==> src/rtl/core/mpe_pkg.sv <==
// ----------------------------------------------------------------------------
// Minimizer pair emitter package
// Shared widths, register indexes, sequencer states and the strand flip.
// ----------------------------------------------------------------------------
package mpe_pkg;

  // Register indexes on the configuration port
  localparam int unsigned CfgIdxW = 2;
  localparam logic [CfgIdxW-1:0] CfgChunkIndex = 2'd0;
  localparam logic [CfgIdxW-1:0] CfgChunkCount = 2'd1;
  localparam logic [CfgIdxW-1:0] CfgCountLower = 2'd2;
  localparam logic [CfgIdxW-1:0] CfgCountUpper = 2'd3;

  // Field widths
  localparam int unsigned WordW = 64;
  localparam int unsigned HalfW = 32;
  localparam int unsigned HashW = 56;
  localparam int unsigned PosW  = 28;
  localparam int unsigned StepW = 6;

  // Least position distance for a pair
  localparam logic [PosW-1:0] MinSeparation = 28'd100;

  // Last step of each remainder run, one dividend bit per step
  localparam logic [StepW-1:0] TgtLastStep  = 6'd31;
  localparam logic [StepW-1:0] HashLastStep = 6'd55;

  // Sequencer states
  typedef enum logic [2:0] {
    StIdle,
    StTgt,
    StAnc,
    StItem,
    StEmitF,
    StEmitR
  } mpe_state_e;

  // Map a place word onto the other strand of a read of length len
  function automatic logic [WordW-1:0] flip_place(input logic [WordW-1:0] place,
                                                  input logic [WordW-1:0] mer,
                                                  input logic [HalfW-1:0] len);
    logic [HalfW-1:0] pos;
    logic [HalfW-1:0] r;
    pos = {1'b0, place[31:1]} + 32'd1;
    r   = len - pos + {24'd0, mer[7:0]} - 32'd1;
    return {place[63:32], r[30:0], ~place[0]};
  endfunction

endpackage

==> src/rtl/core/mpe_if.sv <==
// ----------------------------------------------------------------------------
// Minimizer pair emitter channels
// Input item channel and result channel, valid/ready with payload.
// ----------------------------------------------------------------------------
interface mpe_in_if;
  logic        valid;
  logic        ready;
  logic        start_of_list;
  logic [63:0] mer_word;
  logic [63:0] place_word;
  logic [31:0] occurrences;
  logic [31:0] read_length;

  modport source (output valid, start_of_list, mer_word, place_word, occurrences,
                  read_length, input ready);
  modport sink   (input valid, start_of_list, mer_word, place_word, occurrences,
                  read_length, output ready);
endinterface

interface mpe_out_if;
  logic        valid;
  logic        ready;
  logic [63:0] key_from;
  logic [63:0] key_to;
  logic [63:0] place_from;
  logic [63:0] place_to;
  logic        reversed;
  logic        last;

  modport source (output valid, key_from, key_to, place_from, place_to, reversed,
                  last, input ready);
  modport sink   (input valid, key_from, key_to, place_from, place_to, reversed,
                  last, output ready);
endinterface

==> src/rtl/core/minimizer_pair_emitter.sv <==
// ----------------------------------------------------------------------------
// Minimizer pair emitter
// Keeps one anchor minimizer and emits forward and reversed pairs per chunk.
// ----------------------------------------------------------------------------
// An item that is rejected, that starts an anchor, or that replaces the anchor
// without forming a pair is taken while the emitter stays idle. An item that
// forms a pair is matched against the chunk by a shared restoring remainder
// unit that handles one bit of the 56-bit hash per cycle, in runs: one reducing
// chunk_index after either chunk register was written, one re-checking the
// anchor hash after such a write or after the anchor changed without a pair,
// and one on the item hash. Each result then waits for its taker, and the
// next item is accepted after the last result has gone. With a chunk count of
// zero the hashes are compared directly and no remainder run takes place.
// ----------------------------------------------------------------------------
module minimizer_pair_emitter (
  input  logic                            clk_i,
  input  logic                            rst_ni,
  input  logic                            cfg_we_i,
  input  logic [mpe_pkg::CfgIdxW-1:0]     cfg_idx_i,
  input  logic [mpe_pkg::HalfW-1:0]       cfg_wdata_i,
  mpe_in_if.sink                          items_i,
  mpe_out_if.source                       results_o
);

  // Configuration registers
  logic [mpe_pkg::HalfW-1:0] chunk_index_q, chunk_count_q, count_lower_q, count_upper_q;
  logic                      tgt_ok_q, anc_ok_q;

  // Anchor and held item
  logic                      anchor_valid_q, anchor_hit_q;
  logic [mpe_pkg::WordW-1:0] anchor_mer_q, anchor_place_q;
  logic [mpe_pkg::WordW-1:0] itm_mer_q, itm_place_q;
  logic [mpe_pkg::HalfW-1:0] itm_len_q;
  logic                      item_hit_q;

  // Remainder unit
  logic [mpe_pkg::HashW-1:0] div_sr_q;
  logic [mpe_pkg::HalfW-1:0] rem_q, tgt_q;
  logic [mpe_pkg::StepW-1:0] step_q;
  logic [mpe_pkg::HalfW:0]   rem_sh, rem_sub;
  logic [mpe_pkg::HalfW-1:0] rem_nx;
  logic                      step_last, hit_now;

  mpe_pkg::mpe_state_e state_q, state_d;

  // Accept-time decision
  logic                      in_fire, av, lo_ok, first_ok, next_ok, same_read, far;
  logic                      pair, take, zero_cnt, ah_direct, ih_direct;
  logic [mpe_pkg::PosW:0]    sep_diff;
  logic                      commit_in, commit_itm, latch_itm;

  assign zero_cnt  = (chunk_count_q == '0);
  assign in_fire   = items_i.valid & items_i.ready;
  assign av        = anchor_valid_q & ~items_i.start_of_list;
  assign lo_ok     = (items_i.occurrences >= count_lower_q);
  assign first_ok  = lo_ok & (items_i.occurrences < count_upper_q);
  assign next_ok   = lo_ok & (items_i.occurrences <= count_upper_q);
  assign same_read = (anchor_place_q[63:32] == items_i.place_word[63:32]);
  assign sep_diff  = {1'b0, items_i.place_word[28:1]} - {1'b0, anchor_place_q[28:1]};
  // A position before the anchor wraps to a huge distance
  assign far       = sep_diff[mpe_pkg::PosW] |
                     (sep_diff[mpe_pkg::PosW-1:0] >= mpe_pkg::MinSeparation);
  assign pair      = av & next_ok & same_read & far;
  assign take      = av ? next_ok : first_ok;
  assign ah_direct = (anchor_mer_q[63:8] == {24'd0, chunk_index_q});
  assign ih_direct = (items_i.mer_word[63:8] == {24'd0, chunk_index_q});

  // One restoring remainder step
  assign rem_sh    = {rem_q, div_sr_q[mpe_pkg::HashW-1]};
  assign rem_sub   = rem_sh - {1'b0, chunk_count_q};
  assign rem_nx    = rem_sub[mpe_pkg::HalfW] ? rem_sh[mpe_pkg::HalfW-1:0]
                                             : rem_sub[mpe_pkg::HalfW-1:0];
  assign step_last = (state_q == mpe_pkg::StTgt) ? (step_q == mpe_pkg::TgtLastStep)
                                                 : (step_q == mpe_pkg::HashLastStep);
  assign hit_now   = (rem_nx == tgt_q);

  // Sequencer: next state and commit strobes
  always_comb begin
    state_d    = state_q;
    commit_in  = 1'b0;
    commit_itm = 1'b0;
    latch_itm  = 1'b0;
    case (state_q)
      mpe_pkg::StIdle: begin
        if (in_fire) begin
          if (pair && !zero_cnt) begin
            latch_itm = 1'b1;
            if (!tgt_ok_q) begin
              state_d = mpe_pkg::StTgt;
            end else if (!anc_ok_q) begin
              state_d = mpe_pkg::StAnc;
            end else begin
              state_d = mpe_pkg::StItem;
            end
          end else if (pair && (ah_direct || ih_direct)) begin
            latch_itm = 1'b1;
            state_d   = ah_direct ? mpe_pkg::StEmitF : mpe_pkg::StEmitR;
          end else if (take) begin
            commit_in = 1'b1;
          end
        end
      end
      mpe_pkg::StTgt: begin
        if (step_last) begin
          state_d = anc_ok_q ? mpe_pkg::StItem : mpe_pkg::StAnc;
        end
      end
      mpe_pkg::StAnc: begin
        if (step_last) begin
          state_d = mpe_pkg::StItem;
        end
      end
      mpe_pkg::StItem: begin
        if (step_last) begin
          if (anchor_hit_q) begin
            state_d = mpe_pkg::StEmitF;
          end else if (hit_now) begin
            state_d = mpe_pkg::StEmitR;
          end else begin
            state_d    = mpe_pkg::StIdle;
            commit_itm = 1'b1;
          end
        end
      end
      mpe_pkg::StEmitF: begin
        if (results_o.ready) begin
          if (item_hit_q) begin
            state_d = mpe_pkg::StEmitR;
          end else begin
            state_d    = mpe_pkg::StIdle;
            commit_itm = 1'b1;
          end
        end
      end
      mpe_pkg::StEmitR: begin
        if (results_o.ready) begin
          state_d    = mpe_pkg::StIdle;
          commit_itm = 1'b1;
        end
      end
      default: begin
        state_d = mpe_pkg::StIdle;
      end
    endcase
  end

  always_ff @(posedge clk_i or negedge rst_ni) begin
    if (!rst_ni) begin
      state_q <= mpe_pkg::StIdle;
    end else begin
      state_q <= state_d;
    end
  end

  // Configuration writes; chunk writes invalidate the cached match results
  always_ff @(posedge clk_i or negedge rst_ni) begin
    if (!rst_ni) begin
      chunk_index_q <= '0;
      chunk_count_q <= 32'd1;
      count_lower_q <= '0;
      count_upper_q <= '1;
    end else if (cfg_we_i) begin
      case (cfg_idx_i)
        mpe_pkg::CfgChunkIndex: chunk_index_q <= cfg_wdata_i;
        mpe_pkg::CfgChunkCount: chunk_count_q <= cfg_wdata_i;
        mpe_pkg::CfgCountLower: count_lower_q <= cfg_wdata_i;
        mpe_pkg::CfgCountUpper: count_upper_q <= cfg_wdata_i;
        default: ;
      endcase
    end
  end

  // Cached match flags
  always_ff @(posedge clk_i or negedge rst_ni) begin
    if (!rst_ni) begin
      tgt_ok_q <= 1'b0;
      anc_ok_q <= 1'b0;
    end else if (cfg_we_i && (cfg_idx_i == mpe_pkg::CfgChunkIndex ||
                              cfg_idx_i == mpe_pkg::CfgChunkCount)) begin
      tgt_ok_q <= 1'b0;
      anc_ok_q <= 1'b0;
    end else begin
      if (state_q == mpe_pkg::StTgt && step_last) begin
        tgt_ok_q <= 1'b1;
      end
      if (state_q == mpe_pkg::StAnc && step_last) begin
        anc_ok_q <= 1'b1;
      end
      if (commit_in) begin
        anc_ok_q <= 1'b0;
      end else if (commit_itm) begin
        anc_ok_q <= ~zero_cnt;
      end
    end
  end

  // Anchor valid: drop at start of list, set on any new anchor
  always_ff @(posedge clk_i or negedge rst_ni) begin
    if (!rst_ni) begin
      anchor_valid_q <= 1'b0;
    end else if (in_fire) begin
      anchor_valid_q <= av | take;
    end
  end

  // Anchor payload and match bit
  always_ff @(posedge clk_i) begin
    if (commit_in) begin
      anchor_mer_q   <= items_i.mer_word;
      anchor_place_q <= items_i.place_word;
    end else if (commit_itm) begin
      anchor_mer_q   <= itm_mer_q;
      anchor_place_q <= itm_place_q;
      anchor_hit_q   <= (state_q == mpe_pkg::StItem) ? hit_now : item_hit_q;
    end else if (state_q == mpe_pkg::StAnc && step_last) begin
      anchor_hit_q <= hit_now;
    end else if (latch_itm && zero_cnt) begin
      anchor_hit_q <= ah_direct;
    end
  end

  // Held item
  always_ff @(posedge clk_i) begin
    if (latch_itm) begin
      itm_mer_q   <= items_i.mer_word;
      itm_place_q <= items_i.place_word;
      itm_len_q   <= items_i.read_length;
      item_hit_q  <= ih_direct;
    end else if (state_q == mpe_pkg::StItem && step_last) begin
      item_hit_q <= hit_now;
    end
  end

  // Remainder unit: load on entry to a run, else shift one bit
  always_ff @(posedge clk_i) begin
    if (state_d != state_q && state_d == mpe_pkg::StTgt) begin
      div_sr_q <= {chunk_index_q, 24'd0};
      rem_q    <= '0;
      step_q   <= '0;
    end else if (state_d != state_q && state_d == mpe_pkg::StAnc) begin
      div_sr_q <= anchor_mer_q[63:8];
      rem_q    <= '0;
      step_q   <= '0;
    end else if (state_d != state_q && state_d == mpe_pkg::StItem) begin
      div_sr_q <= (state_q == mpe_pkg::StIdle) ? items_i.mer_word[63:8] : itm_mer_q[63:8];
      rem_q    <= '0;
      step_q   <= '0;
    end else if (state_q == mpe_pkg::StTgt || state_q == mpe_pkg::StAnc ||
                 state_q == mpe_pkg::StItem) begin
      div_sr_q <= {div_sr_q[mpe_pkg::HashW-2:0], 1'b0};
      rem_q    <= rem_nx;
      step_q   <= step_q + 6'd1;
    end
    if (state_q == mpe_pkg::StTgt && step_last) begin
      tgt_q <= rem_nx;
    end
  end

  // Handshakes and result payload
  assign items_i.ready    = (state_q == mpe_pkg::StIdle);
  assign results_o.valid  = (state_q == mpe_pkg::StEmitF) || (state_q == mpe_pkg::StEmitR);

  always_comb begin
    if (state_q == mpe_pkg::StEmitR) begin
      results_o.key_from   = itm_mer_q;
      results_o.key_to     = anchor_mer_q;
      results_o.place_from = mpe_pkg::flip_place(itm_place_q, itm_mer_q, itm_len_q);
      results_o.place_to   = mpe_pkg::flip_place(anchor_place_q, anchor_mer_q, itm_len_q);
      results_o.reversed   = 1'b1;
      results_o.last       = 1'b1;
    end else begin
      results_o.key_from   = anchor_mer_q;
      results_o.key_to     = itm_mer_q;
      results_o.place_from = anchor_place_q;
      results_o.place_to   = itm_place_q;
      results_o.reversed   = 1'b0;
      results_o.last       = ~item_hit_q;
    end
  end

endmodule

==> src/flat_wrapper.sv <==
// flat-port wrapper written by rule: the top's interface ports become plain ports
module minimizer_pair_emitter_flat 
  (clk_i, rst_ni, cfg_we_i, cfg_idx_i, cfg_wdata_i, items_i_valid, items_i_start_of_list, items_i_mer_word, items_i_place_word, items_i_occurrences, items_i_read_length, items_i_ready, results_o_valid, results_o_key_from, results_o_key_to, results_o_place_from, results_o_place_to, results_o_reversed, results_o_last, results_o_ready);
  mpe_in_if items_i_i ();
  mpe_out_if results_o_i ();
  input  logic clk_i;
  input  logic rst_ni;
  input  logic cfg_we_i;
  input  logic [mpe_pkg::CfgIdxW-1:0] cfg_idx_i;
  input  logic [mpe_pkg::HalfW-1:0] cfg_wdata_i;
  input wire logic [$bits(items_i_i.valid)-1:0] items_i_valid;
  input wire logic [$bits(items_i_i.start_of_list)-1:0] items_i_start_of_list;
  input wire logic [$bits(items_i_i.mer_word)-1:0] items_i_mer_word;
  input wire logic [$bits(items_i_i.place_word)-1:0] items_i_place_word;
  input wire logic [$bits(items_i_i.occurrences)-1:0] items_i_occurrences;
  input wire logic [$bits(items_i_i.read_length)-1:0] items_i_read_length;
  output wire logic [$bits(items_i_i.ready)-1:0] items_i_ready;
  output wire logic [$bits(results_o_i.valid)-1:0] results_o_valid;
  output wire logic [$bits(results_o_i.key_from)-1:0] results_o_key_from;
  output wire logic [$bits(results_o_i.key_to)-1:0] results_o_key_to;
  output wire logic [$bits(results_o_i.place_from)-1:0] results_o_place_from;
  output wire logic [$bits(results_o_i.place_to)-1:0] results_o_place_to;
  output wire logic [$bits(results_o_i.reversed)-1:0] results_o_reversed;
  output wire logic [$bits(results_o_i.last)-1:0] results_o_last;
  input wire logic [$bits(results_o_i.ready)-1:0] results_o_ready;
  assign items_i_i.valid = items_i_valid;
  assign items_i_i.start_of_list = items_i_start_of_list;
  assign items_i_i.mer_word = items_i_mer_word;
  assign items_i_i.place_word = items_i_place_word;
  assign items_i_i.occurrences = items_i_occurrences;
  assign items_i_i.read_length = items_i_read_length;
  assign items_i_ready = items_i_i.ready;
  assign results_o_valid = results_o_i.valid;
  assign results_o_key_from = results_o_i.key_from;
  assign results_o_key_to = results_o_i.key_to;
  assign results_o_place_from = results_o_i.place_from;
  assign results_o_place_to = results_o_i.place_to;
  assign results_o_reversed = results_o_i.reversed;
  assign results_o_last = results_o_i.last;
  assign results_o_i.ready = results_o_ready;
  minimizer_pair_emitter u_core (.clk_i(clk_i), .rst_ni(rst_ni), .cfg_we_i(cfg_we_i), .cfg_idx_i(cfg_idx_i), .cfg_wdata_i(cfg_wdata_i), .items_i(items_i_i), .results_o(results_o_i));
endmodule
==> config.mk <==
export PLATFORM = sky130hd
export DESIGN_NAME = minimizer_pair_emitter_flat
export DESIGN_NICKNAME = d
export VERILOG_FILES = /design/src/rtl/core/mpe_pkg.sv /design/src/rtl/core/mpe_if.sv /design/src/rtl/core/minimizer_pair_emitter.sv /design/src/flat_wrapper.sv
export SDC_FILE = /design/constraint.sdc
export NUM_CORES = 2
export LEC_CHECK = 0
export BUFFER_PORTS_ARGS = -buffer_cell sky130_fd_sc_hd__buf_4
export CAP_MARGIN = 30
export CORE_MARGIN = 2
export CORE_UTILIZATION = 54
export CTS_BUF_LIST = sky130_fd_sc_hd__clkbuf_16
export DETAILED_ROUTE_END_ITERATION = 10
export PLACE_DENSITY = 0.78
export SLEW_MARGIN = 20
export SYNTH_ARGS = -nofsm -noshare
export SYNTH_HDL_FRONTEND = slang
export SYNTH_SLANG_ARGS = --single-unit
==> constraint.sdc <==
create_clock -name clk_i -period 6.6 [get_ports clk_i]
set_input_delay 1.98 -clock clk_i [delete_from_list [all_inputs] [get_ports clk_i]]
set_output_delay 1.98 -clock clk_i [all_outputs]
set_load 0.05 [all_outputs]
==> flow_metrics.env <==
export IMPL_postSynthNetCount=4490
export IMPL_core_um2=68700
export IMPL_most_common_layout_cells="nand2_1 (835), buf_4 (580), edfxtp_1 (353), inv_1 (336), ha_1 (284)"
export IMPL_synth_cell_type_count=92
export IMPL_synth_cells=3951
export IMPL_most_used_flip_flop_cell_after_synthesis="edfxtp_1"
export IMPL_vdd_ir_drop_worst_mv=0.248
export IMPL_chipHeight_um=267
export IMPL_wire_per_inst_um=21.7
export IMPL_post_route_worst_setup_slack_ps=-621
export IMPL_maxClockFrequency_mhz=138
export IMPL_worst_endpoint_arrival_ps=5240
export IMPL_hold_path_class="flop to flop"
export IMPL_detailed_route_wl_um=118000
export IMPL_place_hpwl_um=87100
export IMPL_clkSinkCount=549
export IMPL_criticalPathCategory="flop to output port"
export IMPL_setup_repair_after_global_routing_missed_its_margin="true"
export IMPL_slew_margin_rel=0.309
export IMPL_avgSynthCellArea_um2=9.49
export IMPL_timing_worst_slew_pin_value_ps=1040
export IMPL_clock_tree_htree_level_count=2
export IMPL_grt_start_max_net_pins=223
export IMPL_num_rows=96
export IMPL_drtPass1Iterations=5
export IMPL_detail_route_antenna_nets=0
export IMPL_r2r_start="u_core.div_sr_q[55]"
export IMPL_clk_pin_slew_worst_paths_ps=60
export IMPL_worstRegToRegCells=20
export IMPL_report_final_hold_viol_count=0
export IMPL_p_leak_nw=20.5
export IMPL_design_final_nets=5001
export IMPL_critPathCaptureType="output port"
export IMPL_status="finished, violations left"
export IMPL_start_util=0.545
export IMPL_drv_slew=0
export IMPL_timing_critical_path_cells="ha_1 > inv_1 > fa_1 > ha_1 > a21oi_2 > nor2b_2 > a311oi_2 > buf_4 > a21oi_2 > a211o_1 > a221o_1 > a21oi_2 > o21ai_2 > a41oi_2 > a21o_1 > nor2_2 > o41ai_2 > xor2_1 > o21ai_2 > buf_6"
export IMPL_yosysWarningCount=0
export IMPL_setup_violations=25
export IMPL_number_of_stages_on_the_worst_hold_path=2
export IMPL_detail_route_vias_per_cell=5.91
export IMPL_cts_root_buf="clkbuf_16"
export IMPL_postSynth_asyncResetShare=0.244
export IMPL_globalRoute_totalOverflow=0
export IMPL_post_route_cells_drive_above_1_share=0.265
export IMPL_dr_total_vias=32200
export IMPL_grt_first_pass_wirelength_um=178000
export IMPL_timing_max_cap_violations=0
export IMPL_cts_tree="built"
export IMPL_synth_edff_count=353
export IMPL_holdCritStartpoint="u_core.div_sr_q[14]"
export IMPL_grt_antenna_before_repair=11
export IMPL_grtUsageTotal=0.321
export IMPL_cts_buffer_depth=3
export IMPL_die_area_um2=71500
export IMPL_port_buffer_count=490
export IMPL_cp_max_fo=3
export IMPL_design_portCount=492
export IMPL_cpMostUsedCell="a21oi_2"
export IMPL_violations_in_the_final_reports="setup timing"
export IMPL_drcViolationCount=0
export IMPL_timing_critical_path_from_type="flop"
export IMPL_clk_latency_ps=650
export IMPL_clock_skew_ps=18.2
export IMPL_commonest_non_fill_non_tap_cell_in_the_layout="nand2_1"
export IMPL_total_clock_buffers_created_by_cts=61
export IMPL_area_growth_pct=21.7
export IMPL_crit_path_max_incr_delay_ps=470
export IMPL_crit_slowest_cell="fa_1"
export IMPL_min_period_over_period=1.09
export IMPL_synth_seq_cells=549
export IMPL_place_congestion=0.963
export IMPL_layout_core_utilization=0.664
export IMPL_instances_no_fill=5456
export IMPL_die_x_um=267
export IMPL_worst_ep_required_time_ps=4620
export IMPL_synth_cell_area_um2=37500
export IMPL_cts_hold_buf=0
export IMPL_drt_iter0_drc=3209
export IMPL_place_detailed_instances=5289
export IMPL_vias_in_the_first_global_route=30600
export IMPL_timing_reg2reg_setup_slack_ps=470
export IMPL_power_density_nw_per_um2=259
export IMPL_worst_hold_path_endpoint="u_core.div_sr_q[14]"
export IMPL_worst_r2r_endpoint="u_core.div_sr_q[51]"
export IMPL_seq_area_frac_synth=0.407
export IMPL_layout_min_cycle_time_ps=7220
## registers in the layout (all words and copies together), names as in the netlist, 56 cells and up
| signal | count |
|---|---|
| u_core.div_sr_q | 56 |
| u_core.anchor_place_q | 64 |
| u_core.itm_mer_q | 64 |
| u_core.anchor_mer_q | 64 |
| u_core.itm_place_q | 64 |
## per-layer routing
metal / up-vias / wire length, um / share of wire / global-route usage
met5: - / 22 / 0.00019 / 0
met4: 4 / 6890 / 0.058 / 0.167
met3: 304 / 9870 / 0.083 / 0.0563
met2: 1499 / 54700 / 0.46 / 0.515
met1: 15400 / 46700 / 0.40 / 0.416
li1: 15000 / - / - / -
## stage by stage
stage	total power, mW	setup WS [ps]	TNS, ps	cell area [um2]	hold slack (ps)
global route	12.4	-779	-12720	45600	491
CTS	11.7	-525	-6380	45300	471
floorplan	7.10	-351	-55780	37600	450
global placement	8.16	-457	-3130	42700	457
finish	11.8	-621	-7950	45600	471
detailed placement	8.25	-587	-4300	42700	462
## synthesized netlist by cell type (20+ instances only)
cell type / number / area, um2
dfrtp_1: 101 / 2530
a221oi_2: 29 / 435
xnor2_1: 65 / 569
a221o_1: 34 / 340
a22oi_1: 24 / 180
clkbuf_1: 141 / 529
mux2i_1: 32 / 320
o21ai_0: 143 / 716
a21oi_1: 155 / 776
xor2_1: 151 / 1320
edfxtp_1: 353 / 10600
ha_1: 289 / 3620
nor2_1: 124 / 465
nand2_1: 837 / 3140
nand4_1: 39 / 244
nor2b_1: 61 / 382
dfstp_2: 33 / 867
mux2_2: 281 / 3160
nor4_1: 58 / 363
inv_1: 333 / 1250
nand2b_1: 26 / 163
a31oi_1: 27 / 169
nor3_1: 112 / 561
a211oi_1: 20 / 150
a21o_1: 49 / 368
nand3_1: 59 / 295
dfxtp_1: 62 / 1240
## power by group
group	switching, mW	leakage (nW)	internal [mW]
Clock	1.52	1.04	1.98
Combinational	2.35	14.1	1.58
Sequential	0.321	5.34	4.05
## logic make-up (layout without fill, tap and decap cells)
kind of cell	after synthesis	in the layout	synth area share
other cells	0	11	0
xor+xnor	218	218	0.0517
flops	549	549	0.407
buf+inv	510	1073	0.0535
compound gates	639	639	0.118
mux	313	313	0.0930
simple gates	1415	1415	0.171
fa+ha+maj	307	307	0.106
## worst max-delay path by stage
stage                             startpoint                endpoint  slack [ps]
detailed placement       u_core.itm_len_q[1]  results_o_place_to[28]        -590
global route        u_core.anchor_place_q[3]  results_o_place_to[29]        -780
global placement         u_core.itm_len_q[1]  results_o_place_to[28]        -460
finish              u_core.anchor_place_q[3]  results_o_place_to[29]        -620
floorplan              items_i_place_word[1]     u_core.itm_len_q[0]        -350
CTS                 u_core.anchor_place_q[3]  results_o_place_to[29]        -530
## area by class of cell
type | instances | area [um2]
well taps | 931 | 1160
fillers | 5451 | 23100
multi-input cells | 2892 | 20800
clock buffers | 65 | 1630
flip-flops and latches | 549 | 15200
inverters | 333 | 1270
clock inverters | 50 | 402
diodes | 11 | 27.5
repair buffers | 625 | 5040
## critical path, delay by kind of cell, from the launching register on
| kind | cells | cell delay (ps) |
|---|---|---|
| AO/OA/AOI/OAI | 11 | 2290 |
| AND/OR/NAND/NOR | 2 | 150 |
| buffers and inverters | 3 | 420 |
| flip-flops | 1 | 410 |
| adder cells (fa/ha/maj) | 3 | 1100 |
| XOR/XNOR | 1 | 230 |
## repair_timing
item / in CTS / in global routing
pin swaps: 49 / 29
buffers inserted: 25 / 18
endpoints found under the setup margin: 31 / 32
gates resized for setup: 92 / 38
(Power assumes the default switching activity.)
